--- config.mk ---
export PLATFORM = sky130hd
export DESIGN_NAME = matrix_keypad_scanner
export DESIGN_NICKNAME = d
export VERILOG_FILES = /design/src/hw/rtl/mks_pkg.sv /design/src/hw/rtl/mks_ctrl.sv /design/src/hw/rtl/mks_dp.sv /design/src/hw/rtl/matrix_keypad_scanner.sv
export SDC_FILE = /design/constraint.sdc
export NUM_CORES = 1
export LEC_CHECK = 0
export BUFFER_PORTS_ARGS = -buffer_cell sky130_fd_sc_hd__buf_2
export CORE_UTILIZATION = 45
export DETAILED_ROUTE_END_ITERATION = 8
export PLACE_DENSITY = 0.64
export SYNTH_ARGS = -nofsm -noshare
export SYNTH_HDL_FRONTEND = slang
export SYNTH_SLANG_ARGS = --single-unit
--- constraint.sdc ---
create_clock -name clk_i -period 9.78 [get_ports clk_i]
set_clock_uncertainty 0.1 [all_clocks]
set_input_delay 0.978 -clock clk_i [delete_from_list [all_inputs] [get_ports clk_i]]
set_output_delay 0.978 -clock clk_i [all_outputs]
set_load 0.01 [all_outputs]
--- src/hw/rtl/mks_pkg.sv ---
// Shared types and constants for the matrix keypad scanner.
// No dependencies; imported by mks_ctrl, mks_dp and matrix_keypad_scanner.
`default_nettype none

package mks_pkg;

  localparam int unsigned CfgIdxW   = 3;
  localparam int unsigned CfgDataW  = 64;
  localparam int unsigned LinesW    = 16;
  localparam int unsigned TimeW     = 32;
  localparam int unsigned CodeW     = 8;
  localparam int unsigned MsW       = 16;
  localparam int unsigned KeymapLen = 16;

  // configuration register indexes
  localparam logic [CfgIdxW-1:0] CfgRowCount    = 3'd0;
  localparam logic [CfgIdxW-1:0] CfgColumnCount = 3'd1;
  localparam logic [CfgIdxW-1:0] CfgDebounceMs  = 3'd2;
  localparam logic [CfgIdxW-1:0] CfgHoldMs      = 3'd3;
  localparam logic [CfgIdxW-1:0] CfgKeymapLow   = 3'd4;
  localparam logic [CfgIdxW-1:0] CfgKeymapHigh  = 3'd5;

  // reset values of the configuration registers
  localparam logic [2:0]     RowCountRst    = 3'd4;
  localparam logic [2:0]     ColumnCountRst = 3'd4;
  localparam logic [MsW-1:0] DebounceMsRst  = 16'd50;
  localparam logic [MsW-1:0] HoldMsRst      = 16'd1000;

  typedef enum logic [1:0] {
    PadIdle     = 2'd0,
    PadPressed  = 2'd1,
    PadHold     = 2'd2,
    PadReleased = 2'd3
  } pad_state_e;

  typedef struct packed {
    logic start;   // capture the poll and rewind the scan
    logic step;    // visit one matrix position
    logic finish;  // resolve the new key and load the result register
  } ctrl_cmd_t;

  typedef struct packed {
    logic scan_end;  // the current position is the last one of this scan
    logic out_free;  // the result register can take a new result
  } dp_status_t;

endpackage

`default_nettype wire

--- src/hw/rtl/mks_ctrl.sv ---
// Sequencer for one poll: accept, scan positions, deliver the result.
// Depends on mks_pkg for the command and status structs.
`default_nettype none

module mks_ctrl (
  input  wire                  clk_i,
  input  wire                  rst_ni,
  input  wire                  in_valid_i,
  output logic                 in_ready_o,
  input  wire mks_pkg::dp_status_t status_i,
  output mks_pkg::ctrl_cmd_t   cmd_o
);
  import mks_pkg::*;

  typedef enum logic [2:0] {
    StIdle   = 3'b001,
    StScan   = 3'b010,
    StFinish = 3'b100
  } ctrl_state_e;

  ctrl_state_e state_q, state_d;

  always_comb begin
    state_d    = state_q;
    in_ready_o = 1'b0;
    cmd_o      = '0;
    case (state_q)
      StIdle: begin
        in_ready_o = 1'b1;
        if (in_valid_i) begin
          cmd_o.start = 1'b1;
          state_d     = StScan;
        end
      end
      StScan: begin
        cmd_o.step = 1'b1;
        if (status_i.scan_end) begin
          state_d = StFinish;
        end
      end
      StFinish: begin
        // hold until the previous result has been taken
        if (status_i.out_free) begin
          cmd_o.finish = 1'b1;
          state_d      = StIdle;
        end
      end
      default: begin
        state_d = StIdle;
      end
    endcase
  end

  always_ff @(posedge clk_i or negedge rst_ni) begin
    if (!rst_ni) begin
      state_q <= StIdle;
    end else begin
      state_q <= state_d;
    end
  end

endmodule

`default_nettype wire

--- src/hw/rtl/mks_dp.sv ---
// Datapath: configuration, key tracking state, scan counters, result register.
// Depends on mks_pkg; driven by mks_ctrl through command and status structs.
`default_nettype none

module mks_dp #(
  parameter int unsigned MAX_ROWS    = 4,
  parameter int unsigned MAX_COLUMNS = 4
) (
  input  wire                               clk_i,
  input  wire                               rst_ni,
  input  wire                               cfg_we_i,
  input  wire  [mks_pkg::CfgIdxW-1:0]       cfg_idx_i,
  input  wire  [mks_pkg::CfgDataW-1:0]      cfg_wdata_i,
  input  wire  [mks_pkg::LinesW-1:0]        key_lines_i,
  input  wire  [mks_pkg::TimeW-1:0]         time_ms_i,
  input  wire                               out_ready_i,
  output logic                              out_valid_o,
  output logic [mks_pkg::CodeW-1:0]         new_key_o,
  output logic [1:0]                        key_state_o,
  output logic [mks_pkg::CodeW-1:0]         held_key_o,
  input  wire mks_pkg::ctrl_cmd_t           cmd_i,
  output mks_pkg::dp_status_t               status_o
);
  import mks_pkg::*;

  localparam int unsigned RowW = (MAX_ROWS > 1) ? $clog2(MAX_ROWS) : 1;
  localparam int unsigned ColW = (MAX_COLUMNS > 1) ? $clog2(MAX_COLUMNS) : 1;
  localparam logic [3:0]  MaxRows4 = 4'(MAX_ROWS);
  localparam logic [3:0]  MaxCols4 = 4'(MAX_COLUMNS);

  // configuration
  logic [2:0]          rows_q, cols_q;
  logic [MsW-1:0]      debounce_q, hold_q;
  logic [CfgDataW-1:0] keymap_lo_q, keymap_hi_q;

  // poll payload
  logic [LinesW-1:0] lines_q;
  logic [TimeW-1:0]  now_q;

  // scan position and tracking state
  logic [RowW-1:0]   row_q, row_d;
  logic [ColW-1:0]   col_q, col_d;
  logic [5:0]        idx_q, idx_d;
  logic [CodeW-1:0]  found_q, found_d;
  logic [CodeW-1:0]  cur_q, cur_d;
  pad_state_e        pad_q, pad_d;
  logic [TimeW-1:0]  last_q, last_d;

  // result register
  logic              out_valid_q;
  logic [CodeW-1:0]  new_key_q, held_key_q;
  pad_state_e        key_state_q;

  logic [3:0]           rows_eff, cols_eff, row4, col4;
  logic                 empty, last_row, last_col;
  logic [2*CfgDataW-1:0] keymap;
  logic [CodeW-1:0]     code;
  logic                 closed, match, deb_ok, hold_ok, stop_hit, report;
  logic [TimeW-1:0]     elapsed;

  assign rows_eff = (4'(rows_q) > MaxRows4) ? MaxRows4 : 4'(rows_q);
  assign cols_eff = (4'(cols_q) > MaxCols4) ? MaxCols4 : 4'(cols_q);
  assign empty    = (rows_eff == 4'd0) || (cols_eff == 4'd0);
  assign row4     = 4'(row_q);
  assign col4     = 4'(col_q);
  assign last_row = (row4 + 4'd1) >= rows_eff;
  assign last_col = (col4 + 4'd1) >= cols_eff;

  assign keymap = {keymap_hi_q, keymap_lo_q};
  assign code   = (idx_q < 6'(KeymapLen)) ? keymap[{idx_q[3:0], 3'b000} +: CodeW] : '0;
  // switches outside the 4x4 line set read as open
  assign closed = (row4 < 4'd4) && (col4 < 4'd4) && lines_q[{row4[1:0], col4[1:0]}];

  assign elapsed  = now_q - last_q;
  assign deb_ok   = elapsed >= TimeW'(debounce_q);
  assign hold_ok  = elapsed >= TimeW'(hold_q);
  assign match    = (code == cur_q);
  assign stop_hit = !match && deb_ok && closed;
  assign report   = (found_q != '0) && (found_q != cur_q);

  assign status_o.scan_end = empty || stop_hit || (last_row && last_col);
  assign status_o.out_free = !out_valid_q || out_ready_i;

  always_comb begin
    row_d   = row_q;
    col_d   = col_q;
    idx_d   = idx_q;
    found_d = found_q;
    cur_d   = cur_q;
    pad_d   = pad_q;
    last_d  = last_q;
    if (cmd_i.start) begin
      row_d   = '0;
      col_d   = '0;
      idx_d   = '0;
      found_d = '0;
    end else if (cmd_i.step && !empty) begin
      if (match) begin
        if (hold_ok && closed) begin
          pad_d = PadHold;
        end
        if (deb_ok && !closed) begin
          pad_d = PadReleased;
          cur_d = '0;
        end
      end else if (stop_hit) begin
        found_d = code;
        last_d  = now_q;
      end
      // advance down the column, then to the top of the next column
      if (!last_row) begin
        row_d = RowW'(row4 + 4'd1);
        idx_d = idx_q + 6'(cols_eff);
      end else begin
        row_d = '0;
        col_d = ColW'(col4 + 4'd1);
        idx_d = 6'(col4) + 6'd1;
      end
    end else if (cmd_i.finish && report) begin
      cur_d = found_q;
      pad_d = PadPressed;
    end
  end

  always_ff @(posedge clk_i or negedge rst_ni) begin
    if (!rst_ni) begin
      rows_q      <= RowCountRst;
      cols_q      <= ColumnCountRst;
      debounce_q  <= DebounceMsRst;
      hold_q      <= HoldMsRst;
      keymap_lo_q <= '0;
      keymap_hi_q <= '0;
    end else if (cfg_we_i) begin
      case (cfg_idx_i)
        CfgRowCount:    rows_q      <= cfg_wdata_i[2:0];
        CfgColumnCount: cols_q      <= cfg_wdata_i[2:0];
        CfgDebounceMs:  debounce_q  <= cfg_wdata_i[MsW-1:0];
        CfgHoldMs:      hold_q      <= cfg_wdata_i[MsW-1:0];
        CfgKeymapLow:   keymap_lo_q <= cfg_wdata_i;
        CfgKeymapHigh:  keymap_hi_q <= cfg_wdata_i;
        default: begin
        end
      endcase
    end
  end

  always_ff @(posedge clk_i or negedge rst_ni) begin
    if (!rst_ni) begin
      row_q   <= '0;
      col_q   <= '0;
      idx_q   <= '0;
      found_q <= '0;
      cur_q   <= '0;
      pad_q   <= PadIdle;
      last_q  <= '0;
    end else begin
      row_q   <= row_d;
      col_q   <= col_d;
      idx_q   <= idx_d;
      found_q <= found_d;
      cur_q   <= cur_d;
      pad_q   <= pad_d;
      last_q  <= last_d;
    end
  end

  always_ff @(posedge clk_i) begin
    if (cmd_i.start) begin
      lines_q <= key_lines_i;
      now_q   <= time_ms_i;
    end
  end

  always_ff @(posedge clk_i or negedge rst_ni) begin
    if (!rst_ni) begin
      out_valid_q <= 1'b0;
    end else if (cmd_i.finish) begin
      out_valid_q <= 1'b1;
    end else if (out_ready_i) begin
      out_valid_q <= 1'b0;
    end
  end

  always_ff @(posedge clk_i) begin
    if (cmd_i.finish) begin
      new_key_q   <= report ? found_q : '0;
      key_state_q <= report ? PadPressed : pad_q;
      held_key_q  <= report ? found_q : cur_q;
    end
  end

  assign out_valid_o = out_valid_q;
  assign new_key_o   = new_key_q;
  assign key_state_o = key_state_q;
  assign held_key_o  = held_key_q;

  a_finish_loads_result: assert property (@(posedge clk_i) disable iff (!rst_ni)
    cmd_i.finish |=> out_valid_q)
    else $error("result register not loaded after finish");

  a_release_clears_key: assert property (@(posedge clk_i) disable iff (!rst_ni)
    (out_valid_q && key_state_q == PadReleased) |-> (held_key_q == '0))
    else $error("released state reported with a tracked key");

  a_new_key_tracked: assert property (@(posedge clk_i) disable iff (!rst_ni)
    (out_valid_q && new_key_q != '0) |-> (held_key_q == new_key_q && key_state_q == PadPressed))
    else $error("reported key is not the tracked pressed key");

endmodule

`default_nettype wire

--- src/hw/rtl/matrix_keypad_scanner.sv ---
// Top level of the matrix keypad scanner: sequencer plus datapath.
// Depends on mks_pkg, mks_ctrl and mks_dp.
//
//   channel  | signals                                   | direction
//   ---------+-------------------------------------------+----------
//   poll     | in_valid_i/in_ready_o, key_lines_i, time_ms_i | in
//   result   | out_valid_o/out_ready_i, new_key_o,       | out
//            | key_state_o, held_key_o                   |
//   config   | cfg_we_i, cfg_idx_i, cfg_wdata_i          | in
//
// A poll is accepted, scanned and finished; the scan visits N positions (1 to
// rows*columns, 1 when rows or columns is zero), one matrix position per cycle,
// and stops early on a debounced new press.
// The next poll is accepted once the result sits in the output register.
// A stalled result holds the block in its finish step until it is taken.
// Reset restores the register defaults and clears the tracked key.
`default_nettype none

module matrix_keypad_scanner #(
  parameter int unsigned MAX_ROWS    = 4,
  parameter int unsigned MAX_COLUMNS = 4
) (
  input  wire                           clk_i,
  input  wire                           rst_ni,
  input  wire                           cfg_we_i,
  input  wire  [mks_pkg::CfgIdxW-1:0]   cfg_idx_i,
  input  wire  [mks_pkg::CfgDataW-1:0]  cfg_wdata_i,
  input  wire                           in_valid_i,
  output logic                          in_ready_o,
  input  wire  [mks_pkg::LinesW-1:0]    key_lines_i,
  input  wire  [mks_pkg::TimeW-1:0]     time_ms_i,
  output logic                          out_valid_o,
  input  wire                           out_ready_i,
  output logic [mks_pkg::CodeW-1:0]     new_key_o,
  output logic [1:0]                    key_state_o,
  output logic [mks_pkg::CodeW-1:0]     held_key_o
);
  import mks_pkg::*;

  ctrl_cmd_t  cmd;
  dp_status_t status;

  mks_ctrl u_ctrl (
    .clk_i      (clk_i),
    .rst_ni     (rst_ni),
    .in_valid_i (in_valid_i),
    .in_ready_o (in_ready_o),
    .status_i   (status),
    .cmd_o      (cmd)
  );

  mks_dp #(
    .MAX_ROWS    (MAX_ROWS),
    .MAX_COLUMNS (MAX_COLUMNS)
  ) u_dp (
    .clk_i       (clk_i),
    .rst_ni      (rst_ni),
    .cfg_we_i    (cfg_we_i),
    .cfg_idx_i   (cfg_idx_i),
    .cfg_wdata_i (cfg_wdata_i),
    .key_lines_i (key_lines_i),
    .time_ms_i   (time_ms_i),
    .out_ready_i (out_ready_i),
    .out_valid_o (out_valid_o),
    .new_key_o   (new_key_o),
    .key_state_o (key_state_o),
    .held_key_o  (held_key_o),
    .cmd_i       (cmd),
    .status_o    (status)
  );

endmodule

`default_nettype wire

# Yosys cells after proc, flatten, opt, wreduce, memory -nomap -nowiden
# Cells that the tools add are included.
# totals
reg_bits	296
inputBits	120
out_inout_bits	20
word_cells	134
# op_classes
n_addsub	5
n_lt_le_gt_ge	10
eq_ne	17
shifts	1
mux	40
bitwise_logic	2
reduce_logical	39
# ops
operator	count
$shiftx A128 B8 Y8	1
$mux W8	10
$ge A32 B16 Y1	2
$sub A32 B32 Y32	1
$mux W2	11
$mux W6	3
$mux W3	5
$reduce_and A2 Y1	7
$reduce_and A4 Y1	3
$logic_and A1 B1 Y1	10
$ne A2 B2 Y1 const B	5
$reduce_bool A2 Y1	5
$add A2 B1 Y3 const B	3
$eq A3 B2 Y1 const B	3
$eq A3 B3 Y1 const B	3
$mux W1	9
$pmux W3 S3	1
$eq A8 B8 Y1	1
$ge A4 B4 Y1	2
$logic_not A4 Y1	2
$ne A8 B8 Y1	1
$reduce_bool A8 Y1	1
$add A6 B4 Y6	1
$eq A3 B1 Y1 const B	2
12 further kinds	22

# Longest topological paths before layout
# Gate-level depths: netlist (run 1).
# depth
depth_word	10
mapped_depth	19
depth_no_buf	18

# Hierarchy
# From an unflattened synthesis (run 1), not the netlist that was laid out.
# hier_totals
cells_unflattened	1277
hier_area_um2	15578.7
# by_module_without_submodules
mod	n_inst	cells_per_inst	area_per_inst_um2	seq_area_each_um2
mks_dp	1	1262	15406.0	7676.1
mks_ctrl	1	15	172.7	76.3

# Worst setup path before layout (run 1)
# No wires, ideal clock.
# synth_timing
path_type	register to register
from	reg u_dp.last_q[0]
to	reg u_dp.last_q[14]
setup_time_ns	0.125
t_arrival_ns	3.421
t_required_ns	9.555
setup_slack_ns	6.135
stages_incl_launch_ff	18
path_buffers	1
synth_period_minus_slack_ns	3.645
path_cell_list	dfrtp_1 ha_1 fa_1 nand2b_1 a21oi_1 o21ai_0 nand2_1 nand2b_1 nand2_1 xor2_1 ha_1 a21o_1 a21oi_1 o21ai_0 a21oi_1 a211o_4 buf_6 mux2_2
# synth_via
elab_chain_cells	5
# synth_lines
element	line_no	source
start: declaration	mks_dp.sv:47	logic [TimeW-1:0] last_q, last_d;
start signal: assignment	mks_dp.sv:163	last_q <= last_d;
$sub A32 B32 Y32	mks_dp.sv:74	assign elapsed = now_q - last_q;
$ge A32 B16 Y1	mks_dp.sv:75	assign deb_ok = elapsed >= TimeW'(debounce_q);
$logic_and A1 B1 Y1 (2 in series)	mks_dp.sv:78	assign stop_hit = !match && deb_ok && closed;
$reduce_and A4 Y1 (no source line)	--	
# Every way passes these cells.
# A chain may end at the register's enable or synchronous reset.

# Worst setup path after layout (run 1)
# layout_timing
from	reg u_dp.last_q[0]
to	reg u_dp.last_q[27]
# The elaborated chain is that of the path after synthesis.

==> results of run 1 <==
-- cells by family (layout without fill, tap and decap cells) --
logic type	Yosys count	count (layout)	share of synthesized area
flops	296	296	0.499
simple gates	249	249	0.0809
compound gates	246	246	0.107
mux	245	245	0.195
buf+inv	135	294	0.0386
fa+ha+maj	76	76	0.0622
xor+xnor	32	32	0.0180
-- registers in the layout, summed over array words and instances, names as in the netlist, 2 cells and up --
signal	count
u_dp.row_q	2
u_dp.found_q	8
u_dp.cols_q	3
u_dp.last_q	32
u_dp.held_key_o	8
u_dp.debounce_q	16
u_dp.cur_q	8
u_dp.hold_q	16
u_dp.key_state_o	2
u_dp.lines_q	16
u_dp.keymap_hi_q	64
u_dp.now_q	32
u_dp.pad_q	2
u_dp.rows_q	3
u_dp.new_key_o	8
u_ctrl.state_q	3
u_dp.keymap_lo_q	64
u_dp.idx_q	6
u_dp.col_q	2
-- power groups by stage --
stage                     sequential [mW]  clock (mW)  combinational (mW)
after floorplan                      1.76           0                1.93
after global placement               1.82           0                2.47
after detailed placement             1.83           0                2.52
after CTS                            1.81        1.26                2.54
after global routing                 1.85        1.31                2.84
final                                1.81        1.23                2.54
-- cell usage after synthesis, types with 8 or more instances --
| library cell | count |
|---|---|
| edfxtp_1 | 66 |
| xor2_1 | 19 |
| nand2b_1 | 14 |
| nand4_1 | 18 |
| a21oi_1 | 58 |
| nor4_1 | 8 |
| clkbuf_1 | 35 |
| mux2i_1 | 36 |
| a22o_1 | 9 |
| nand3_1 | 9 |
| mux2_1 | 10 |
| a21o_1 | 31 |
| nor3_1 | 13 |
| inv_1 | 81 |
| a211oi_1 | 11 |
| o21ai_0 | 53 |
| mux4_2 | 18 |
| nor2_1 | 50 |
| o21a_1 | 9 |
| a22oi_1 | 11 |
| dfstp_2 | 12 |
| ha_1 | 74 |
| buf_6 | 9 |
| nor2b_1 | 11 |
| xnor2_1 | 13 |
| mux2_2 | 166 |
| mux2_4 | 10 |
| dfrtp_1 | 218 |
| and2_1 | 12 |
| nand2_1 | 80 |
-- worst max-delay path by stage --
| stage | startpoint | end | slack [ps] | cells after the start |
|---|---|---|---|---|
| after CTS | u_dp.last_q[0] | u_dp.last_q[27] | 5180 | 16 |
| after floorplan | u_dp.last_q[0] | u_dp.last_q[14] | 6130 | 17 |
| after global routing | u_dp.last_q[0] | u_dp.last_q[28] | 4860 | 16 |
| after global placement | u_dp.last_q[0] | u_dp.last_q[30] | 5360 | 16 |
| final | u_dp.last_q[0] | u_dp.last_q[27] | 5230 | 16 |
| after detailed placement | u_dp.last_q[0] | u_dp.last_q[27] | 5220 | 16 |
-- per-stage QoR --
step                area [um2]  hold slack [ps]
floorplan                15500              360
global placement         16600              371
detailed placement       16600              377
CTS                      17700              391
global route             17700              412
finish                   17700              366
-- cell type report --
class / count / area (um2) / share of cell area
sequential: 296 / 7750 / 0.438
clock inverter: 14 / 141 / 0.00799
clock buffer: 48 / 943 / 0.0533
inverter: 82 / 308 / 0.0174
tap: 448 / 561 / 0.0317
multi-input combinational: 848 / 7200 / 0.407
timing repair buffer: 150 / 788 / 0.0446
-- cell usage in the layout (no fill, tap or decap), types with 34 or more instances in the layout --
cell / netlist / layout
dfrtp_1: 218 / 217
mux2_2: 166 / 166
buf_2: 4 / 138
inv_1: 81 / 80
nand2_1: 80 / 80
ha_1: 74 / 74
edfxtp_1: 66 / 66
a21oi_1: 58 / 58
o21ai_0: 53 / 53
nor2_1: 50 / 50
mux2i_1: 36 / 36
clkbuf_16: 0 / 34
-- worst max-delay path, delay by kind of cell, from the launching register on --
kind | cells | cell delay (ps)
fa+ha+maj | 3 | 940
mux | 1 | 410
flops | 1 | 380
simple gates | 4 | 450
compound gates | 7 | 1890
xor+xnor | 1 | 250
-- metal layers --
metal  vias to the layer above  part of all wire  track usage
met4                         2             0.019       0.0519
met1                      5227              0.47        0.293
met2                       261              0.46        0.331
li1                       4953                 -            -
met5                         -           0.00047            0
met3                        52             0.050       0.0374
==> flow_metrics.env, run 1 <==
export IMPL_yosys_warnings=0
export IMPL_diodes=0
export IMPL_start_util=0.460
export IMPL_r2r_start="u_dp.last_q[0]"
export IMPL_synth_top_area_cell="dfrtp_1"
export IMPL_grt_max_degree=92
export IMPL_die_w_um=188
export IMPL_arrival_ps=4850
export IMPL_post_cts_buffers=0
export IMPL_place_congestion=0.887
export IMPL_io_pins=140
export IMPL_seq_area_frac_synth=0.499
export IMPL_yosys_most_used_dff="dfrtp_1"
export IMPL_core_area_um2=33800
export IMPL_synth_cell_type_count=79
export IMPL_maxSlewHeadroom=0.327
export IMPL_synthArstFlopShare=0.777
export IMPL_worstPathMaxFanout=40
export IMPL_cap_violations=0
export IMPL_irDropWorstVdd_v=0.000234
export IMPL_cts_max_level=2
export IMPL_crit_type="reg2reg"
export IMPL_cp_end_kind="flop"
export IMPL_power_switching_mw=2.16
export IMPL_grtUsageTotal=0.208
export IMPL_dr_pass1_iters=5
export IMPL_hpwlAfterDp_mm=25.7
export IMPL_first_iter_violations=649
export IMPL_r2r_slack_ps=5230
export IMPL_finalNetCount=1608
export IMPL_viasPerCell=5.56
export IMPL_required_ps=10080
export IMPL_wire_per_inst_um=19.0
export IMPL_cts_resized=0
export IMPL_final_cells=1886
export IMPL_worst_pin_slew_ps=984
export IMPL_cts_inserted_buffers=34
export IMPL_critPathMaxStageDelay_ps=630
export IMPL_tns_ps=0
export IMPL_clkTransAtPathRegs_ps=60
export IMPL_synth_ff_latch_count=296
export IMPL_power_density_nw_per_um2=315
export IMPL_critPathMostFrequentCell="a21oi_1"
export IMPL_synth_area_leaders="dfrtp_1 35%, edfxtp_1 13%, mux2_2 12%"
export IMPL_synth_edf_count=66
export IMPL_post_route_period_util=0.466
export IMPL_hold_buffers=0
export IMPL_setup_viol_count_final=0
export IMPL_placementRows=67
export IMPL_drc=0
export IMPL_p_clk_frac=0.220
export IMPL_r2r_worst_path_cells=16
export IMPL_internal_power_mw=3.42
export IMPL_cp_slowest_cell="a211o_4"
export IMPL_area_delta_synth_final_pct=13.8
export IMPL_finalPower_mw=5.58
export IMPL_place_inst=1824
export IMPL_wl_mm=35.8
export IMPL_grt_pass1_vias=10400
export IMPL_grt_pass1_wl_mm=57.6
export IMPL_fmax_mhz=220
export IMPL_layout_setup_ws_ps=5230
export IMPL_hp_class="in2async"
export IMPL_dp_slack_ps=5220
export IMPL_syn_num_nets=1475
export IMPL_clk_path_buf_depth=3
export IMPL_fp_dieArea_um2=35300
export IMPL_p_comb_frac=0.456
export IMPL_syn_area_um2=15500
export IMPL_utilization=0.524
export IMPL_netlist_instances=1279
export IMPL_num_vias=10500
export IMPL_drv_slew=0
export IMPL_swShare=0.387
export IMPL_layout_drive_gt1_share=0.295
export IMPL_port_buffers=139
export IMPL_rsz0062_at_grt="false"
export IMPL_reg2reg_to="u_dp.last_q[27]"
export IMPL_cts_root_buf="clkbuf_16"
export IMPL_outcome="finished clean"
export IMPL_antenna_found_initial=2
export IMPL_grt_overflow_total=0
export IMPL_power_share_sequential=0.324
export IMPL_synth_top_cell_area_share=0.351
export IMPL_clk_latency_ps=550
export IMPL_p_leak_nw=7.87
export IMPL_fillCellCount=2989
export IMPL_avgSynthCellArea_um2=12.2
export IMPL_path_cells="ha_1 -> fa_1 -> nand2b_1 -> a21oi_1 -> o21ai_0 -> nand2_1 -> nand2b_1 -> nand2_1 -> xor2_1 -> ha_1 -> a21o_1 -> a21oi_1 -> o21ai_0 -> a21oi_1 -> a211o_4 -> mux2_2"
export IMPL_cp_start_kind="flop"
export IMPL_chipHeight_um=188
export IMPL_timing_final_hold_violations=0
export IMPL_cts_sinks=296
export IMPL_antenna_left=0
export IMPL_cts_tree="built"
export IMPL_fin_crit_ps=4550
Power figures use the tool's default switching activity.
==> run 2: changes to the inputs <==
- PLACE_DENSITY: 0.64 -> 0.67
- clock period: 9.78 -> 4.07 ns (I/O delays scaled with it)
==> run 2 against run 1 <==
- critical path type unchanged
- sequential power rose by 140%
- maximum frequency up 18%
- first-iteration DRC count increased by 0.62%
- flip-flop and latch count unchanged
- clock power increased to 2.5 times the previous value
- critical endpoint is now u_dp.last_q[15]
- combinational power grew to 2.5 times the previous value
==> flow_metrics.env, run 2 (synthesis results as in run 1) <==
export IMPL_r2r_start="u_dp.now_q[8]"
export IMPL_place_congestion=0.877
export IMPL_path_buf_inv=1
export IMPL_cp_depth=15
export IMPL_place_inst=1844
export IMPL_irDropWorstVdd_v=0.000446
export IMPL_fp_dieArea_um2=35300
export IMPL_clk_path_buf_depth=3
export IMPL_placementRows=67
export IMPL_required_ps=4380
export IMPL_post_route_period_util=0.952
export IMPL_area_delta_synth_final_pct=19.8
export IMPL_start_util=0.460
export IMPL_antenna_found_initial=1
export IMPL_cp_end_kind="flop"
export IMPL_antenna_left=0
export IMPL_dr_pass1_iters=5
export IMPL_die_w_um=188
export IMPL_grtUsageTotal=0.213
export IMPL_drv_slew=0
export IMPL_met3_length_mm=1.67
export IMPL_clkTransAtPathRegs_ps=60
export IMPL_grt_max_degree=110
export IMPL_cts_root_buf="clkbuf_16"
export IMPL_fmax_mhz=258
export IMPL_hpwlAfterDp_mm=26.5
export IMPL_arrival_ps=4190
export IMPL_grt_pass1_vias=10900
export IMPL_fillCellCount=2860
export IMPL_layout_drive_gt1_share=0.307
export IMPL_viasPerCell=5.50
export IMPL_crit_start="u_dp.now_q[8]"
export IMPL_design_area_um2=18600
export IMPL_finalPower_mw=13.9
export IMPL_r2r_slack_ps=200
export IMPL_grt_overflow_total=0
export IMPL_grt_pass1_wl_mm=59.2
export IMPL_cap_violations=0
export IMPL_power_density_nw_per_um2=746
export IMPL_io_pins=140
export IMPL_placed_area_um2=16800
export IMPL_outcome="finished clean"
export IMPL_num_vias=10800
export IMPL_top_regs="u_dp.keymap_hi_q (64), u_dp.keymap_lo_q (64)"
export IMPL_clk_latency_ps=540
export IMPL_path_cells="ha_1 -> a21oi_1 -> o221ai_4 -> a31oi_1 -> nand2_1 -> xor2_1 -> ha_1 -> a21o_1 -> a21o_1 -> a21oi_1 -> o21ai_0 -> a21oi_2 -> a211o_4 -> buf_12 -> mux2_2"
export IMPL_reg2reg_to="u_dp.last_q[15]"
export IMPL_p_leak_nw=8.28
export IMPL_drc=0
export IMPL_maxSlewHeadroom=0.192
export IMPL_port_buffers=139
export IMPL_cts_tree="built"
export IMPL_finalNetCount=1685
export IMPL_cts_sinks=296
export IMPL_crit_type="reg2reg"
export IMPL_timing_final_hold_violations=0
export IMPL_cp_start_kind="flop"
export IMPL_chipHeight_um=188
export IMPL_hp_class="in2reg"
export IMPL_r2r_worst_path_cells=15
export IMPL_crit_family="compound AO/OA/AOI/OAI gates"
export IMPL_fin_crit_ps=3870
export IMPL_cp_slowest_cell="edfxtp_1"
export IMPL_first_iter_violations=653
export IMPL_wl_met1_mm=17.4
export IMPL_endpoint="u_dp.last_q[15]"
export IMPL_highest_layer="met4"
export IMPL_cts_inserted_buffers=35
export IMPL_critPathMaxStageDelay_ps=390
export IMPL_wl_mm=36.8
export IMPL_fin_hold_ws_ps=16.8
export IMPL_setup_viol_count_final=0
export IMPL_wire_per_inst_um=18.7
export IMPL_final_common_cell="dfrtp_1"
export IMPL_worstPathMaxFanout=17
export IMPL_final_cell_mix="217 x dfrtp_1, 166 x mux2_2, 138 x buf_2, 80 x inv_1, 80 x nand2_1"
export IMPL_core_area_um2=33800
export IMPL_worst_pin_slew_ps=1200
export IMPL_cts_max_level=2
export IMPL_wl_met2_mm=17.0
export IMPL_final_cells=1965
-- run 2: cell types whose count changed in the layout (fill, tap and decap cells not counted), moves of 4 or more --
cell / previous run / this run
ha_1: 74 / 68
dlygate4sd3_1: 0 / 55
a21oi_2: 0 / 5
a21oi_1: 58 / 53
buf_12: 0 / 4
buf_4: 11 / 27
-- run 2: how the worst min path moves through the flow --
stage | start | slack, ps | cells after the start | endpoint
floorplan | rst_ni | 10 | 0 | u_ctrl.state_q[1]
global placement | u_dp.now_q[0] | 370 | 1 | u_dp.last_q[0]
detailed placement | u_dp.last_q[22] | 390 | 1 | u_dp.last_q[22]
CTS | cfg_wdata_i[58] | 0.4 | 2 | u_dp.keymap_lo_q[58]
global route | cfg_wdata_i[57] | 5 | 2 | u_dp.keymap_hi_q[57]
finish | cfg_wdata_i[50] | 20 | 2 | u_dp.keymap_hi_q[50]
-- run 2: repair_timing --
item                                   in CTS  in global routing
endpoints found under the hold margin     152                  0
hold buffers                               55                  0
setup buffers                               0                  1
resized for setup                           0                 20
setup endpoints to repair                   0                 50
-- run 2: layer usage --
metal  global-route usage  up-vias
met5                    0        -
met4               0.0544        0
met3               0.0341       54
met2                0.342      250
met1                0.299     5368
li1                     -     5127
-- run 2: layout make-up --
| cell class | count | area (um2) | share of cell area |
|---|---|---|---|
| antenna | 1 | 2.50 | 0.000134 |
| clock buffer | 49 | 988 | 0.0531 |
| clock inverter | 15 | 161 | 0.00867 |
| inverter | 82 | 308 | 0.0165 |
| multi-input combinational | 848 | 7300 | 0.392 |
| sequential | 296 | 7750 | 0.416 |
| tap | 448 | 561 | 0.0301 |
| timing repair buffer | 226 | 1550 | 0.0833 |
-- run 2: worst reg2reg max path, cell delays in order, from the launching register on --
cell and delay [ps]:
edfxtp_1 390, ha_1 370, a21oi_1 270, o221ai_4 150
a31oi_1 310, nand2_1 110, xor2_1 240, ha_1 300
a21o_1 160, a21o_1 160, a21oi_1 140, o21ai_0 120
a21oi_2 180, a211o_4 200, buf_12 170, mux2_2 370
-- run 2: per-stage QoR --
step / util / setup WS [ps] / TNS (ps)
global route: 0.551 / -21.9 / -51.7
detailed placement: 0.498 / 76.6 / 0
global placement: 0.498 / 155 / 0
floorplan: - / 425 / 0
CTS: 0.548 / 51.3 / 0
finish: 0.551 / 197 / 0
-- run 2: power breakdown --
group,internal [mW],switching [mW]
Sequential,3.87,0.483
Clock,1.85,1.27
Combinational,2.89,3.54
Total,8.60,5.29
==> run 3: changes to the inputs <==
- ABC_CLOCK_PERIOD_IN_PS: not set -> 4070
- CELL_PAD_IN_SITES_DETAIL_PLACEMENT: not set -> 1
- CELL_PAD_IN_SITES_GLOBAL_PLACEMENT: not set -> 2
- CORE_UTILIZATION: 45 -> 37
- PLACE_DENSITY: 0.67 -> 0.77
==> run 3 against run 2 <==
- flip-flop and latch count unchanged
- critical path depth up 2
- utilization down 7.1 points
==> flow_metrics.env, run 3 (synthesis results as in run 1) <==
export IMPL_final_cell_mix="217 x dfrtp_1, 166 x mux2_2, 138 x buf_2, 98 x dlygate4sd3_1, 79 x inv_1"
export IMPL_cp_slowest_cell="edfxtp_1"
export IMPL_timing_final_hold_violations=0
export IMPL_hp_class="in2reg"
export IMPL_arrival_ps=4290
export IMPL_drc=0
export IMPL_crit_type="reg2reg"
export IMPL_top_regs="u_dp.keymap_hi_q (64), u_dp.keymap_lo_q (64)"
export IMPL_hpwlAfterDp_mm=30.3
export IMPL_area_delta_synth_final_pct=26.9
export IMPL_power_switching_mw=5.77
export IMPL_design_area_um2=19700
export IMPL_clk_latency_ps=580
export IMPL_critPathMaxStageDelay_ps=430
export IMPL_p_comb_frac=0.480
export IMPL_cap_violations=0
export IMPL_cp_start_kind="flop"
export IMPL_power_density_nw_per_um2=755
export IMPL_cp_end_kind="flop"
export IMPL_dr_pass1_iters=6
export IMPL_chipHeight_um=207
export IMPL_worst_pin_slew_ps=1010
export IMPL_wl_mm=43.5
export IMPL_fillCellCount=4356
export IMPL_layout_drive_gt1_share=0.329
export IMPL_path_cells="ha_4 -> o211ai_1 -> a21o_1 -> buf_4 -> a211o_1 -> nand2_2 -> xor2_2 -> ha_1 -> a21o_1 -> a21o_1 -> a21oi_1 -> o21ai_1 -> a21oi_2 -> buf_4 -> a211o_4 -> clkbuf_16 -> mux2_2"
export IMPL_grtUsageTotal=0.207
export IMPL_cts_max_level=2
export IMPL_required_ps=4410
export IMPL_swShare=0.387
export IMPL_start_util=0.378
export IMPL_post_route_period_util=0.970
export IMPL_fmax_mhz=253
export IMPL_worstPathMaxFanout=6
export IMPL_grt_pass1_vias=12200
export IMPL_final_common_cell="dfrtp_1"
export IMPL_num_vias=11200
export IMPL_p_leak_nw=8.71
export IMPL_core_area_um2=41100
export IMPL_cts_sinks=296
export IMPL_maxSlewHeadroom=0.330
export IMPL_fin_crit_ps=3950
export IMPL_clkTransAtPathRegs_ps=60
export IMPL_placementRows=74
export IMPL_cts_root_buf="clkbuf_16"
export IMPL_antenna_found_initial=1
export IMPL_drv_slew=0
export IMPL_place_congestion=0.866
export IMPL_irDropWorstVdd_v=0.000352
export IMPL_port_buffers=139
export IMPL_io_pins=140
export IMPL_tns_ps=0
export IMPL_wire_per_inst_um=20.5
export IMPL_antenna_left=0
export IMPL_first_iter_violations=525
export IMPL_placed_area_um2=17000
export IMPL_grt_overflow_total=0
export IMPL_clk_path_buf_depth=3
export IMPL_die_w_um=207
export IMPL_power_share_sequential=0.296
export IMPL_finalNetCount=1761
export IMPL_cts_inserted_buffers=37
export IMPL_fp_dieArea_um2=42800
export IMPL_grt_pass1_wl_mm=68.2
export IMPL_critPathMostFrequentCell="a21o_1"
export IMPL_viasPerCell=5.29
export IMPL_internal_power_mw=9.13
export IMPL_outcome="finished clean"
export IMPL_grt_max_degree=121
export IMPL_setup_viol_count_final=0
export IMPL_cts_tree="built"
export IMPL_p_clk_frac=0.224
-- run 3: cell count changes in the layout (fill, tap and decap cells not counted), sizes merged --
cell	previous run	this run
inv	84	83
buf	171	199
clkinvlp	1	0
clkbuf	49	58
dlygate4sd3	55	98
-- run 3: cell type report --
cell class,count,area (um2),share of cell area
flip-flops and latches,296,7750,0.393
multi-input cells,848,7440,0.377
repair buffers,300,2310,0.117
clock buffers,55,1070,0.0544
well taps,532,666,0.0338
inverters,82,308,0.0156
clock inverters,13,171,0.00869
diodes,1,2.50,0.000127
-- run 3: power by group through the flow --
stage / registers (mW) / logic [mW] / clock network, mW
5_1_grt: 4.52 / 7.91 / 3.54
4_1_cts: 4.41 / 6.76 / 3.44
3_5_place_dp: 4.45 / 6.50 / 0
6_report: 4.41 / 7.15 / 3.33
2_1_floorplan: 4.23 / 4.64 / 0
3_3_place_gp: 4.41 / 6.34 / 0
-- run 3: metal layers --
layer	wire [um]	track usage	share of wire	vias up
li1	-	-	-	5260
met1	19600	0.265	0.45	5739
met2	21200	0.350	0.49	176
met3	1240	0.0312	0.028	70
met4	1570	0.0858	0.036	0
met5	0	0	0	-
-- run 3: timing repair --
item | 4_1_cts | 5_1_grt
hold buffers | 98 | 0
endpoints found under the setup margin | 35 | 49
pin swaps | 5 | 24
setup buffers | 5 | 13
cloned | 1 | 3
gates resized for setup | 10 | 45
endpoints found under the hold margin | 250 | 0
-- run 3: worst paths after layout --
kind                       depth (start not counted)             from                    to  slack, ps
hold reg to reg                                    1    u_dp.now_q[0]        u_dp.last_q[0]        390
setup reg to reg                                  17    u_dp.now_q[4]       u_dp.found_q[7]        120
min in group asynchronous                          2           rst_ni    u_dp.debounce_q[8]        450
hold / removal                                     2  cfg_wdata_i[14]  u_dp.keymap_hi_q[14]         30
setup / recovery                                  17    u_dp.now_q[4]       u_dp.found_q[7]        120
max in group asynchronous                          3           rst_ni    u_dp.debounce_q[5]       2330
-- run 3: per-stage QoR --
stage	cells	total power, mW	util	hold WS (ps)	worst slack (ps)
after floorplan	1279	8.87	-	11.4	425
after global placement	1938	10.7	0.414	373	34.3
after detailed placement	1938	10.9	0.414	380	-75.2
after CTS	2110	14.6	0.471	0.387	30.9
after global routing	2127	16.0	0.480	22.4	-29.0
final	2127	14.9	0.480	26.0	122
-- run 3: worst max-delay path: cells and delay by family, from the launching register on --
kind            cells  cell delay [ps]
compound gates      9             1610
xor+xnor            1              180
buf+inv             3              510
fa+ha+maj           2              600
flops               1              430
simple gates        1              100
mux                 1              320
